--- src/rtl/stsg_pkg.sv ---
package stsg_pkg;

  localparam int IDX_W       = 10;
  localparam int CNT_W       = 11;
  localparam int AMP_W       = 12;
  localparam int OFS_W       = 16;
  localparam int DAC_W       = 12;
  localparam int CFG_W       = 16;
  localparam int CFG_IDX_W   = 2;
  localparam int PH_W        = 32;
  localparam int CW          = 34;
  localparam int STAGES      = 16;
  localparam int SIN_W       = 16;
  localparam int MAX_SAMPLES = 1024;

  localparam logic [CNT_W-1:0] MAX_CNT = CNT_W'(MAX_SAMPLES);
  localparam logic [DAC_W-1:0] DAC_MAX = '1;
  localparam logic signed [CW-1:0] CORDIC_X0 = CW'(652032874);

  localparam logic [CFG_IDX_W-1:0] REG_SAMPLE_COUNT = 2'd0;
  localparam logic [CFG_IDX_W-1:0] REG_AMPLITUDE    = 2'd1;
  localparam logic [CFG_IDX_W-1:0] REG_PHASE_OFFSET = 2'd2;

  typedef struct packed {
    logic                 valid;
    logic signed [CW-1:0] z;
  } cordic_in_t;

  typedef struct packed {
    logic                 valid;
    logic signed [CW-1:0] y;
  } cordic_out_t;

  // Angle of each micro-rotation in units of 2^-32 turn.
  function automatic logic signed [CW-1:0] atan_turn(input int i);
    logic signed [CW-1:0] a;
    case (i)
      0:  a = CW'(536870912);
      1:  a = CW'(316933406);
      2:  a = CW'(167458907);
      3:  a = CW'(85004756);
      4:  a = CW'(42667331);
      5:  a = CW'(21354465);
      6:  a = CW'(10679838);
      7:  a = CW'(5340245);
      8:  a = CW'(2670163);
      9:  a = CW'(1335087);
      10: a = CW'(667544);
      11: a = CW'(333772);
      12: a = CW'(166886);
      13: a = CW'(83443);
      14: a = CW'(41722);
      15: a = CW'(20861);
      16: a = CW'(10430);
      17: a = CW'(5215);
      18: a = CW'(2608);
      19: a = CW'(1304);
      20: a = CW'(652);
      21: a = CW'(326);
      22: a = CW'(163);
      23: a = CW'(81);
      default: a = '0;
    endcase
    return a;
  endfunction

endpackage

--- src/rtl/stsg_cordic.sv ---
module stsg_cordic (
  input  logic                clk,
  input  logic                rst_n,
  input  logic                en,
  input  stsg_pkg::cordic_in_t  in_s,
  output stsg_pkg::cordic_out_t out_s
);
  import stsg_pkg::*;

  logic                 v_r [1:STAGES];
  logic signed [CW-1:0] x_r [1:STAGES];
  logic signed [CW-1:0] y_r [1:STAGES];
  logic signed [CW-1:0] z_r [1:STAGES];

  logic                 sv [0:STAGES-1];
  logic signed [CW-1:0] sx [0:STAGES-1];
  logic signed [CW-1:0] sy [0:STAGES-1];
  logic signed [CW-1:0] sz [0:STAGES-1];

  assign sv[0] = in_s.valid;
  assign sx[0] = CORDIC_X0;
  assign sy[0] = '0;
  assign sz[0] = in_s.z;

  for (genvar k = 1; k < STAGES; k++) begin : g_src
    assign sv[k] = v_r[k];
    assign sx[k] = x_r[k];
    assign sy[k] = y_r[k];
    assign sz[k] = z_r[k];
  end

  // One micro-rotation per stage; the shift amount is fixed by the stage.
  for (genvar k = 0; k < STAGES; k++) begin : g_stage
    logic signed [CW-1:0] dx, dy;
    assign dx = sy[k] >>> k;
    assign dy = sx[k] >>> k;

    always_ff @(posedge clk) begin
      if (!rst_n) begin
        v_r[k+1] <= 1'b0;
      end else if (en) begin
        v_r[k+1] <= sv[k];
      end
    end

    always_ff @(posedge clk) begin
      if (en) begin
        if (!sz[k][CW-1]) begin
          x_r[k+1] <= sx[k] - dx;
          y_r[k+1] <= sy[k] + dy;
          z_r[k+1] <= sz[k] - atan_turn(k);
        end else begin
          x_r[k+1] <= sx[k] + dx;
          y_r[k+1] <= sy[k] - dy;
          z_r[k+1] <= sz[k] + atan_turn(k);
        end
      end
    end
  end

  assign out_s.valid = v_r[STAGES];
  assign out_s.y     = y_r[STAGES];

endmodule

--- config.mk ---
export PLATFORM = sky130hd
export DESIGN_NAME = stsg_cordic
export DESIGN_NICKNAME = d
export VERILOG_FILES = /design/src/rtl/stsg_pkg.sv /design/src/rtl/stsg_cordic.sv
export SDC_FILE = /design/constraint.sdc
export NUM_CORES = 2
export LEC_CHECK = 0
export BUFFER_PORTS_ARGS = -buffer_cell sky130_fd_sc_hd__buf_2
export CORE_UTILIZATION = 60
export DETAILED_ROUTE_END_ITERATION = 16
export PLACE_DENSITY_LB_ADDON = 0.2
export SYNTH_ARGS = -nofsm -noshare
export SYNTH_HDL_FRONTEND = slang
export SYNTH_SLANG_ARGS = --single-unit
--- constraint.sdc ---
create_clock -name clk -period 15.5 [get_ports clk]
set_input_delay 1.55 -clock clk [delete_from_list [all_inputs] [get_ports clk]]
set_output_delay 1.55 -clock clk [all_outputs]
set_load 0.02 [all_outputs]
==> qor.txt <==
actual slew at the worst max-slew pin: 1.22 ns
synthesized net count: 13800
Filler cells: 16000
Root Buffer: clkbuf_16
Crit path top cell by count: buf_4
hpwl dp: 248000 um
Hold-fix buffers, CTS: 0
multi-input logic area: 0.0744 mm^2
post_cts resized: 0
WP depth: 20
Slew HR: 0.167
dpl ws: 7.02 ns
Critical Path AT: 8.32 ns
DRT Wirelength: 312000 um
Tcrit/Tclk final: 0.500
worst path bufs/invs: 5
Crit Path Category: in -> reg
Horiz. Die Dim: 450 um
GRT Total Usage: 0.300
vias: 95500
FF-to-FF path depth: 18
total grt overflow: 0
clock latency on the worst-skew pair: 0.81 ns
clk slew on worst S/H paths: 0.07 ns
largest net degree at the start of global routing: 114
largest family of logic cells by synthesized area: compound AO/OA/AOI/OAI gates
Core ar.: 0.198 mm^2
fraction of layout cells with a size suffix above 1: 0.0445
CTS tree: yes
Max-cap violations: 0
nets@finish: 13900
class of the worst hold path: reg -> reg
cell area after synthesis: 0.120 mm^2
first-pass GRT wire length: 493000 um
Post-synth EDFFs: 1438
Seq cells post-synth: 1438
Initial Utilization: 0.607
commonest non-fill, non-tap cells in the layout: 1438 x edfxtp_1, 1359 x ha_1, 1239 x a21oi_1, 1181 x xnor2_1, 971 x nor2_1
Area growth, synth to finish: 7.35%
number of nets with antenna violations after routing: 0
Final Util: 0.651
DRC viols: 0
die area: 0.202 mm^2
Syn Inst Count: 12400
RSZ-0062 raised after global routing: false
Simple-Gate Fraction of Synth Area: 0.127
outcome: completed
post-synthesis mux area share: 0.00873
Synth Area in Adders: 0.149
final worst slack: 7.74 ns
mean area per synthesized cell: 9.70 um^2
die height: 450 um
commonest non-fill, non-tap cell in the layout: edfxtp_1
Main synth FF type: edfxtp_1
H-tree levels: 4
max incr delay on CP: 0.70 ns
CTS buffer count: 167
crit path time final: 7.76 ns
Final Hold Vio Count: 0
Max FO, Critical Path: 113
Highest Clock Rate: 0.129 GHz
startpoint types: primary input
boundary pin count: 73
Worst Path Required: 16.06 ns
Iter 0 DRT Violations: 7713
crit path capture type: flip-flop
via/cell ratio: 6.25
Num Clock Sinks: 1438
crit path cell chain: buf_12 > buf_4 > buf_4 > nand2_1 > clkinv_1 > buf_4 > nor2_1 > xor2_1 > ha_1 > o21ai_0 > o21bai_1 > a21oi_1 > o211ai_1 > a31oi_1 > or3_1 > a21oi_1 > a211oi_1 > nor3_1 > a211oi_1 > xnor2_1
DRT Pass-1 Iters: 6
Clock Skew: 0.0436 ns
Sequential Area: 0.0432 mm^2
YS warnings: 0
xor/xnor cell area share of the yosys netlist: 0.130
setup_tns: 0 ns
post-CTS setup buffer count: 0
Final setup violation count: 0
Max Slew Vio Count: 0
Avg WL per Cell: 20.4 um
Synth Area in Compound Gates: 0.203
vias in the first global route: 91700
Max Buffers Root-to-Sink: 3
worst-path cell with the longest stage delay: buf_4
global placer's final weighted congestion: 0.976
I/O Buffers: 72
Row Count: 163
hold path cells: 0
CP top delay family: buffers and inverters
asr flop ratio synth: 0
initial antenna violation count: 1
Seq/Total Area, Yosys: 0.359
Yosys cell types: 100
==> sequential cells by signal (all words and copies together) (netlist names) <==
signal  flops
z_r       476
x_r       435
y_r       511
v_r        16
==> stage by stage <==
stage	hold WS [ns]	cell area [um^2]	cells
global placement	0.403	124000	15000
finish	0.419	129000	15300
CTS	0.426	129000	15300
detailed placement	0.412	124000	15000
global route	0.436	129000	15300
floorplan	0.400	120000	12400
==> final timing paths <==
check                        startpoint                    end  slack [ns]
hold / removal    z_r[0][375]$_DFFE_PP_  z_r[0][409]$_DFFE_PP_        0.42
hold reg to reg   z_r[0][375]$_DFFE_PP_  z_r[0][409]$_DFFE_PP_        0.42
setup reg to reg  z_r[0][475]$_DFFE_PP_  y_r[0][498]$_DFFE_PP_        9.51
setup / recovery                     en  x_r[0][237]$_DFFE_PP_        7.74
==> area by class of cell <==
class / count / area share
clock buffers: 196 / 0.0332
multi-input cells: 10200 / 0.576
inverters: 530 / 0.0154
diodes: 2 / 0.0000388
repair buffers: 132 / 0.00649
flip-flops and latches: 1438 / 0.334
well taps: 2640 / 0.0256
clock inverters: 111 / 0.00864
==> synthesized netlist by cell type (19+ instances only) <==
library cell,number,area share
a2111oi_0,34,0.0025
a211o_1,38,0.0028
a211oi_1,112,0.0070
a21boi_0,62,0.0039
a21o_1,602,0.038
a21oi_1,1239,0.052
a221oi_1,23,0.0017
a311oi_1,20,0.0015
a31o_2,30,0.0022
a31oi_1,119,0.0062
and2_1,48,0.0025
and3_1,130,0.0068
and4_1,21,0.0015
buf_1,32,0.0010
clkbuf_1,155,0.0048
edfxtp_1,1438,0.36
fa_1,44,0.0073
ha_1,1359,0.14
inv_1,523,0.016
mux2_2,31,0.0029
mux2i_1,70,0.0058
nand2_1,642,0.020
nand2b_1,204,0.011
nand3_1,214,0.0089
nand3b_1,19,0.0012
nand4_1,84,0.0044
nor2_1,971,0.030
nor2b_1,180,0.0094
nor3_1,278,0.012
nor3b_1,27,0.0017
nor4_1,75,0.0039
o211ai_1,45,0.0028
o21a_1,232,0.014
o21ai_0,643,0.027
o21bai_1,167,0.010
o22ai_1,20,0.0010
o31a_1,35,0.0025
o31ai_1,122,0.0076
o41ai_1,58,0.0042
or2_2,50,0.0026
or3_1,108,0.0056
or4_1,38,0.0024
xnor2_1,1181,0.086
xor2_1,606,0.044
==> per-layer routing <==
| metal | vias to the layer above | share of wire | global-route usage |
|---|---|---|---|
| met2 | 2935 | 0.48 | 0.513 |
| met3 | 586 | 0.052 | 0.0346 |
| li1 | 46500 | - | - |
| met4 | 0 | 0.036 | 0.107 |
| met1 | 45500 | 0.43 | 0.391 |
| met5 | - | 0 | 0 |
==> worst register-to-register path: stages (launching register included) <==
cell and delay [ns]:
edfxtp_1 0.34, nand2_1 0.59, buf_4 0.50, inv_2 0.34, buf_4 0.55, nor2_1 0.15
xnor2_1 0.16, ha_1 0.33, nor2b_1 0.14, o21ai_0 0.23, a21boi_0 0.18, o21a_1 0.22
o311ai_0 0.51, o21ai_0 0.35, a21oi_1 0.33, o21ai_0 0.27, a21o_1 0.27, a21oi_1 0.19
xnor2_1 0.08
==> logic make-up (layout without fill, tap and decap cells) <==
logic type / after synthesis / after routing
multiplexers: 101 / 101
AO/OA/AOI/OAI: 3807 / 3807
flip-flops: 1438 / 1438
adder cells (fa/ha/maj): 1403 / 1403
other: 0 / 2
AND/OR/NAND/NOR: 3136 / 3136
XOR/XNOR: 1788 / 1788
buffers and inverters: 721 / 969
Power is left out: the tool's default activity adds up to more than one toggle a clock period on the data nets, which glitch-free logic cannot reach.
